--- config.mk ---
export PLATFORM = sky130hd
export DESIGN_NAME = lifneu_ctrl
export DESIGN_NICKNAME = d
export VERILOG_FILES = /design/src/sv/lifneu_pkg.sv /design/src/sv/lifneu_ctrl.sv
export SDC_FILE = /design/constraint.sdc
export NUM_CORES = 1
export LEC_CHECK = 0
export CAP_MARGIN = 20
export CORE_AREA = 2 2 39 41
export CTS_CLUSTER_DIAMETER = 200
export CTS_CLUSTER_SIZE = 28
export DETAILED_ROUTE_END_ITERATION = 8
export DIE_AREA = 0 0 41 43
export DONT_BUFFER_PORTS = 1
export GPL_TIMING_DRIVEN = 0
export MAX_ROUTING_LAYER = met4
export PLACE_DENSITY = 0.41
export SLEW_MARGIN = 20
export SYNTH_ARGS = -nofsm -noshare
export SYNTH_HDL_FRONTEND = slang
export SYNTH_SLANG_ARGS = --single-unit
export TNS_END_PERCENT = 20
--- constraint.sdc ---
create_clock -name clk -period 2.8 [get_ports clk]
set_input_delay 0 -clock clk [delete_from_list [all_inputs] [get_ports clk]]
set_output_delay 0 -clock clk [all_outputs]
set_load 0.01 [all_outputs]
--- src/sv/lifneu_pkg.sv ---
// Shared types, constants and table functions of the LIF neuron event update block.
`default_nettype none
package lifneu_pkg;

	localparam int NEURONS_DEFAULT = 1024;
	localparam int TABLE_SIZE_DEFAULT = 1024;

	localparam int CFG_IDX_W = 3;
	localparam logic [CFG_IDX_W-1:0] REG_STOP_TIME = 3'd0;
	localparam logic [CFG_IDX_W-1:0] REG_REFRACTORY = 3'd1;
	localparam logic [CFG_IDX_W-1:0] REG_INV_MEM_TAU = 3'd2;
	localparam logic [CFG_IDX_W-1:0] REG_INV_SYN_TAU = 3'd3;
	localparam logic [CFG_IDX_W-1:0] REG_REST_LEVEL = 3'd4;
	localparam logic [CFG_IDX_W-1:0] REG_FIRE_LEVEL = 3'd5;
	localparam logic [CFG_IDX_W-1:0] REG_RESISTANCE = 3'd6;

	localparam logic [31:0] STOP_TIME_RST = 32'hFFFF_FFFF;
	localparam logic [31:0] REFRACTORY_RST = 32'd131072;
	localparam logic [23:0] INV_MEM_TAU_RST = 24'd3277;
	localparam logic [23:0] INV_SYN_TAU_RST = 24'd13107;
	localparam logic signed [31:0] REST_LEVEL_RST = 32'sd0;
	localparam logic signed [31:0] FIRE_LEVEL_RST = 32'sd1310720;
	localparam logic [31:0] RESISTANCE_RST = 32'd65536;

	// datapath latency from accept to commit, in cycles spent in the busy state
	localparam int BUSY_CYCLES = 8;
	localparam int BUSY_CNT_W = 3;

	typedef struct packed {
		logic signed [31:0] cur;
		logic [31:0] cur_time;
		logic signed [31:0] volt;
		logic [31:0] volt_time;
		logic [31:0] spike_time;
		logic never;
		logic [31:0] count;
	} row_t;

	localparam row_t ROW_CLEAR = '{never: 1'b1, default: '0};

	typedef struct packed {
		logic clear;
		logic load;
		logic commit;
	} cmd_t;

	typedef struct packed {
		logic clear_done;
	} sts_t;

	function automatic logic signed [31:0] sat32(input logic signed [63:0] v);
		logic signed [31:0] r;
		if (v > 64'sd2147483647) r = 32'sh7FFF_FFFF;
		else if (v < -64'sd2147483648) r = 32'sh8000_0000;
		else r = v[31:0];
		return r;
	endfunction

	function automatic logic [63:0] exp_neg_q31(input logic [63:0] y);
		logic signed [63:0] sum;
		logic [63:0] mag;
		sum = 64'sd2147483648;
		mag = 64'd2147483648;
		for (int n = 1; n <= 14; n++) begin
			mag = ((mag * y) >> 31) / 64'(n);
			if ((n & 1) != 0) sum = sum - $signed(mag);
			else sum = sum + $signed(mag);
		end
		if (sum < 0) sum = '0;
		return $unsigned(sum);
	endfunction

endpackage
`default_nettype wire

--- src/sv/lifneu_ctrl.sv ---
// Sequencer of the LIF neuron update: clearing pass, accept, latency wait, commit.
`default_nettype none
module lifneu_ctrl (
	input  wire logic clk,
	input  wire logic arst_n,
	input  wire logic in_valid,
	output logic in_ready,
	output logic out_valid,
	input  wire logic out_ready,
	output lifneu_pkg::cmd_t cmd,
	input  wire lifneu_pkg::sts_t sts
);

	typedef enum logic [1:0] {ST_CLEAR, ST_IDLE, ST_BUSY, ST_FINISH} state_t;

	state_t state_q;
	logic [lifneu_pkg::BUSY_CNT_W-1:0] cnt_q;
	logic out_valid_q;
	logic out_free;

	assign out_free = !out_valid_q || out_ready;
	assign in_ready = (state_q == ST_IDLE);
	assign out_valid = out_valid_q;
	assign cmd.clear = (state_q == ST_CLEAR);
	assign cmd.load = (state_q == ST_IDLE) && in_valid;
	assign cmd.commit = (state_q == ST_FINISH) && out_free;

	always_ff @(posedge clk or negedge arst_n) begin
		if (!arst_n) begin
			state_q <= ST_CLEAR;
			cnt_q <= '0;
			out_valid_q <= 1'b0;
		end else begin
			if (cmd.commit) out_valid_q <= 1'b1;
			else if (out_ready) out_valid_q <= 1'b0;
			case (state_q)
				ST_CLEAR: begin
					if (sts.clear_done) state_q <= ST_IDLE;
				end
				ST_IDLE: begin
					if (in_valid) begin
						state_q <= ST_BUSY;
						cnt_q <= '0;
					end
				end
				ST_BUSY: begin
					if (cnt_q == lifneu_pkg::BUSY_CNT_W'(lifneu_pkg::BUSY_CYCLES - 1))
						state_q <= ST_FINISH;
					cnt_q <= cnt_q + 1'b1;
				end
				ST_FINISH: begin
					if (out_free) state_q <= ST_IDLE;
				end
				default: state_q <= ST_IDLE;
			endcase
		end
	end

`ifndef ASSERT_OFF
	a_one_word: assert property (@(posedge clk) disable iff (!arst_n)
		in_valid && in_ready |=> !in_ready)
		else $error("second word accepted while busy");
	a_commit_shows: assert property (@(posedge clk) disable iff (!arst_n)
		cmd.commit |=> out_valid)
		else $error("committed word not presented");
	a_clear_blocks: assert property (@(posedge clk) disable iff (!arst_n)
		!sts.clear_done |-> !in_ready)
		else $error("input taken during clearing pass");
	a_commit_after_busy: assert property (@(posedge clk) disable iff (!arst_n)
		cmd.commit |-> $past(state_q == ST_BUSY) || $past(state_q == ST_FINISH))
		else $error("commit without full latency");
`endif

endmodule
`default_nettype wire

==> flow_summary.ini <==
[hold_path]
hp-class = input pin to register

[clocking]
ctsHoldBuffers = 2
post_cts_buffers = 0
numCtsBuffers = 3
cts_tree = yes
cts_sinks = 6
cts-resized-gates = 0
clock-root-buffer = clkbuf_4
cts_buffer_depth = 2
htreeDepth = 1
path_clk_slew_ns = 0.05
clk_latency_ns = 0.24

[power]
internal_power_w = 0.000304
pwr-share-comb_pct = 51.2
power_per_cell_area_nw_per_um2 = 1080
p_clk_share_pct = 15.4
power.leakage_nw = 0.238
vdd_drop_max_mv = 0.398
sequentialPowerShare_pct = 33.4
p_switching_w = 0.000200
switching_share_pct = 39.7

[detailed_routing]
wl_per_cell_um = 10.9
routed_wl_um = 580
drc = 0
dr.pass1.iters = 2
drt_iter0_drc = 7
via_count = 243
avgViaCountPerCell = 4.58
postRouteAntennaNets = 0

[final_layout]
layout-drive-gt1-share_pct = 27.0
antenna_cells = 0
final_area_um2 = 467
final_nets = 51
syn_to_final_growth_pct = 15.5

[logic_synthesis]
avgSynthCellArea_um2 = 12.6
ys_warn_count = 0
synth-compound-area-share_pct = 13.0
ys_top_cells_by_count = 7 x ha_1, 6 x dfrtp_1, 3 x inv_1, 3 x nand2_1
synth_simple_gate_area_share_pct = 16.7
synth_fa_ha_area_share_pct = 21.7
synth_nets = 44
synthCells = 32
async_flop_share_pct = 100
synthXorXnorAreaFrac_pct = 0
yosys.area.top_type = dfrtp_1
synth_most_common_cell = ha_1
synth.mux.area_fraction_pct = 8.67
synth_top_family_by_area = adder cells
yosysSeqAreaShare_pct = 37.2
syn_area_um2 = 404
yosysUniqueCellTypes = 15
yosysTopAreaCellShare_pct = 37.2
synth-edff-count = 0
synth-seq-cells = 6
synthFlopType = dfrtp_1
ys_top_cells_by_area = dfrtp_1 37%, ha_1 22%, nand2b_4 6.8%

[sta]
setup_viol = 0
min_period_ns = 1.53
hold_viol = 0
final_max_slew_viol_count = 0
fin_skew_ns = 0.00412
setup_tns_ns = 0
rsz0062_at_grt = no
fin_crit_sh_pct = 54.7
max_slew_margin_pct = 79.9
worstMarginPinSlew_ns = 0.302
fmax_mhz = 653

[die]
ios = 10
fp.dieW_um = 41
start_util_pct = 29.2
die_h_um = 43
num_rows = 14
core_um2 = 1380
dieArea_um2 = 1760

[global_routing]
grt_max_degree = 7
grt_pass1_vias = 275
grt_antenna_before_repair = 0
overflow = 0
grt.total_usage_pct = 10.2
grt_pass1_wl_um = 1120

[status]
outcome = completed

[critical_path]
path_class = register to register
path_max_fanout = 4
required_ns = 2.92
slowest_stage = dfrtp_1
worstPathCellList = inv_1, ha_1, nand2b_4, o2111ai_4, mux2_4
slowest_delay_ns = 0.41
start_kind = register
crit_arrival_ns = 1.65
worst_setup_path_end_kind = register

[placement]
place_congestion = 0.645
dpl_cell_area_um2 = 424
io_buffers = 0

[job]
max-cap-violations = 0
==> logic make-up (layout without fill, tap and decap cells) <==
logic type,after synthesis,count (layout)
buf+inv,3,8
mux,3,3
simple gates,9,9
compound gates,4,4
fa+ha+maj,7,7
flops,6,6
==> stage by stage <==
step           setup WS, ns  hold slack (ns)  total power (W)  std cells  utilization [%]
6_report               1.27           0.0343         0.000504         53             33.7
5_1_grt                1.19           0.0610         0.000562         53             33.7
4_1_cts                1.26           0.0250         0.000516         53             33.7
3_5_place_dp           1.27           -0.295         0.000429         48             30.7
3_3_place_gp           1.28           -0.295         0.000420         48             30.7
2_1_floorplan          1.37           -0.296         0.000389         32                -
==> worst paths after layout <==
check	startpoint	endpoint	slack, ns	depth (start not counted)
setup / recovery	state_q[1]$_DFFE_PN0P_	state_q[1]$_DFFE_PN0P_	1.27	5
hold / removal	in_valid	cnt_q[0]$_DFFE_PN0P_	0.03	3
setup reg to reg	state_q[1]$_DFFE_PN0P_	state_q[1]$_DFFE_PN0P_	1.27	5
hold reg to reg	cnt_q[1]$_DFFE_PN0P_	cnt_q[1]$_DFFE_PN0P_	0.50	1
max in group asynchronous	arst_n	cnt_q[1]$_DFFE_PN0P_	2.52	1
min in group asynchronous	arst_n	out_valid$_DFFE_PN0P_	0.07	1
==> worst max-delay path, delay by kind of cell, from the launching register on <==
family | cells | cell delay [ns]
flip-flops | 1 | 0.41
adder cells (fa/ha/maj) | 1 | 0.34
multiplexers | 1 | 0.32
AO/OA/AOI/OAI | 1 | 0.12
buffers and inverters | 1 | 0.11
AND/OR/NAND/NOR | 1 | 0.11
==> final cells by class <==
cell class	count	area (µm²)
Tap cell	16	20.0
Fill cell	140	917
Sequential cell	6	150
Multi-Input combinational cell	23	243
Inverter	3	11.3
Clock buffer	3	22.5
Timing Repair Buffer	2	20.0
==> cell usage in the layout (no fill, tap or decap), drive strengths merged <==
cell type / instances
clkbuf: 3
inv: 3
o21ai: 1
and2: 2
dlygate4sd3: 2
a32o: 2
mux2i: 2
dfrtp: 6
nand2b: 4
ha: 7
nand2: 3
o2111ai: 1
mux2: 1
==> layer usage <==
layer,wire length (µm),global-route usage (%)
met1,292,11.4
met2,242,13.4
met3,45,7.85
met4,0,4.00
met5,0,-
==> power by group through the flow <==
stage                     registers (W)  logic, W  clock network [W]
after CTS                      0.000169  0.000264          0.0000826
after global placement         0.000168  0.000252                  0
after detailed placement       0.000170  0.000259                  0
final                          0.000168  0.000258          0.0000776
after floorplan                0.000161  0.000228                  0
after global routing           0.000176  0.000294          0.0000914
==> flip-flops by register name, summed over array words and instances (netlist names) <==
register	count
out_valid	1
cnt_q	3
state_q	2
Power figures use the tool's default switching activity.
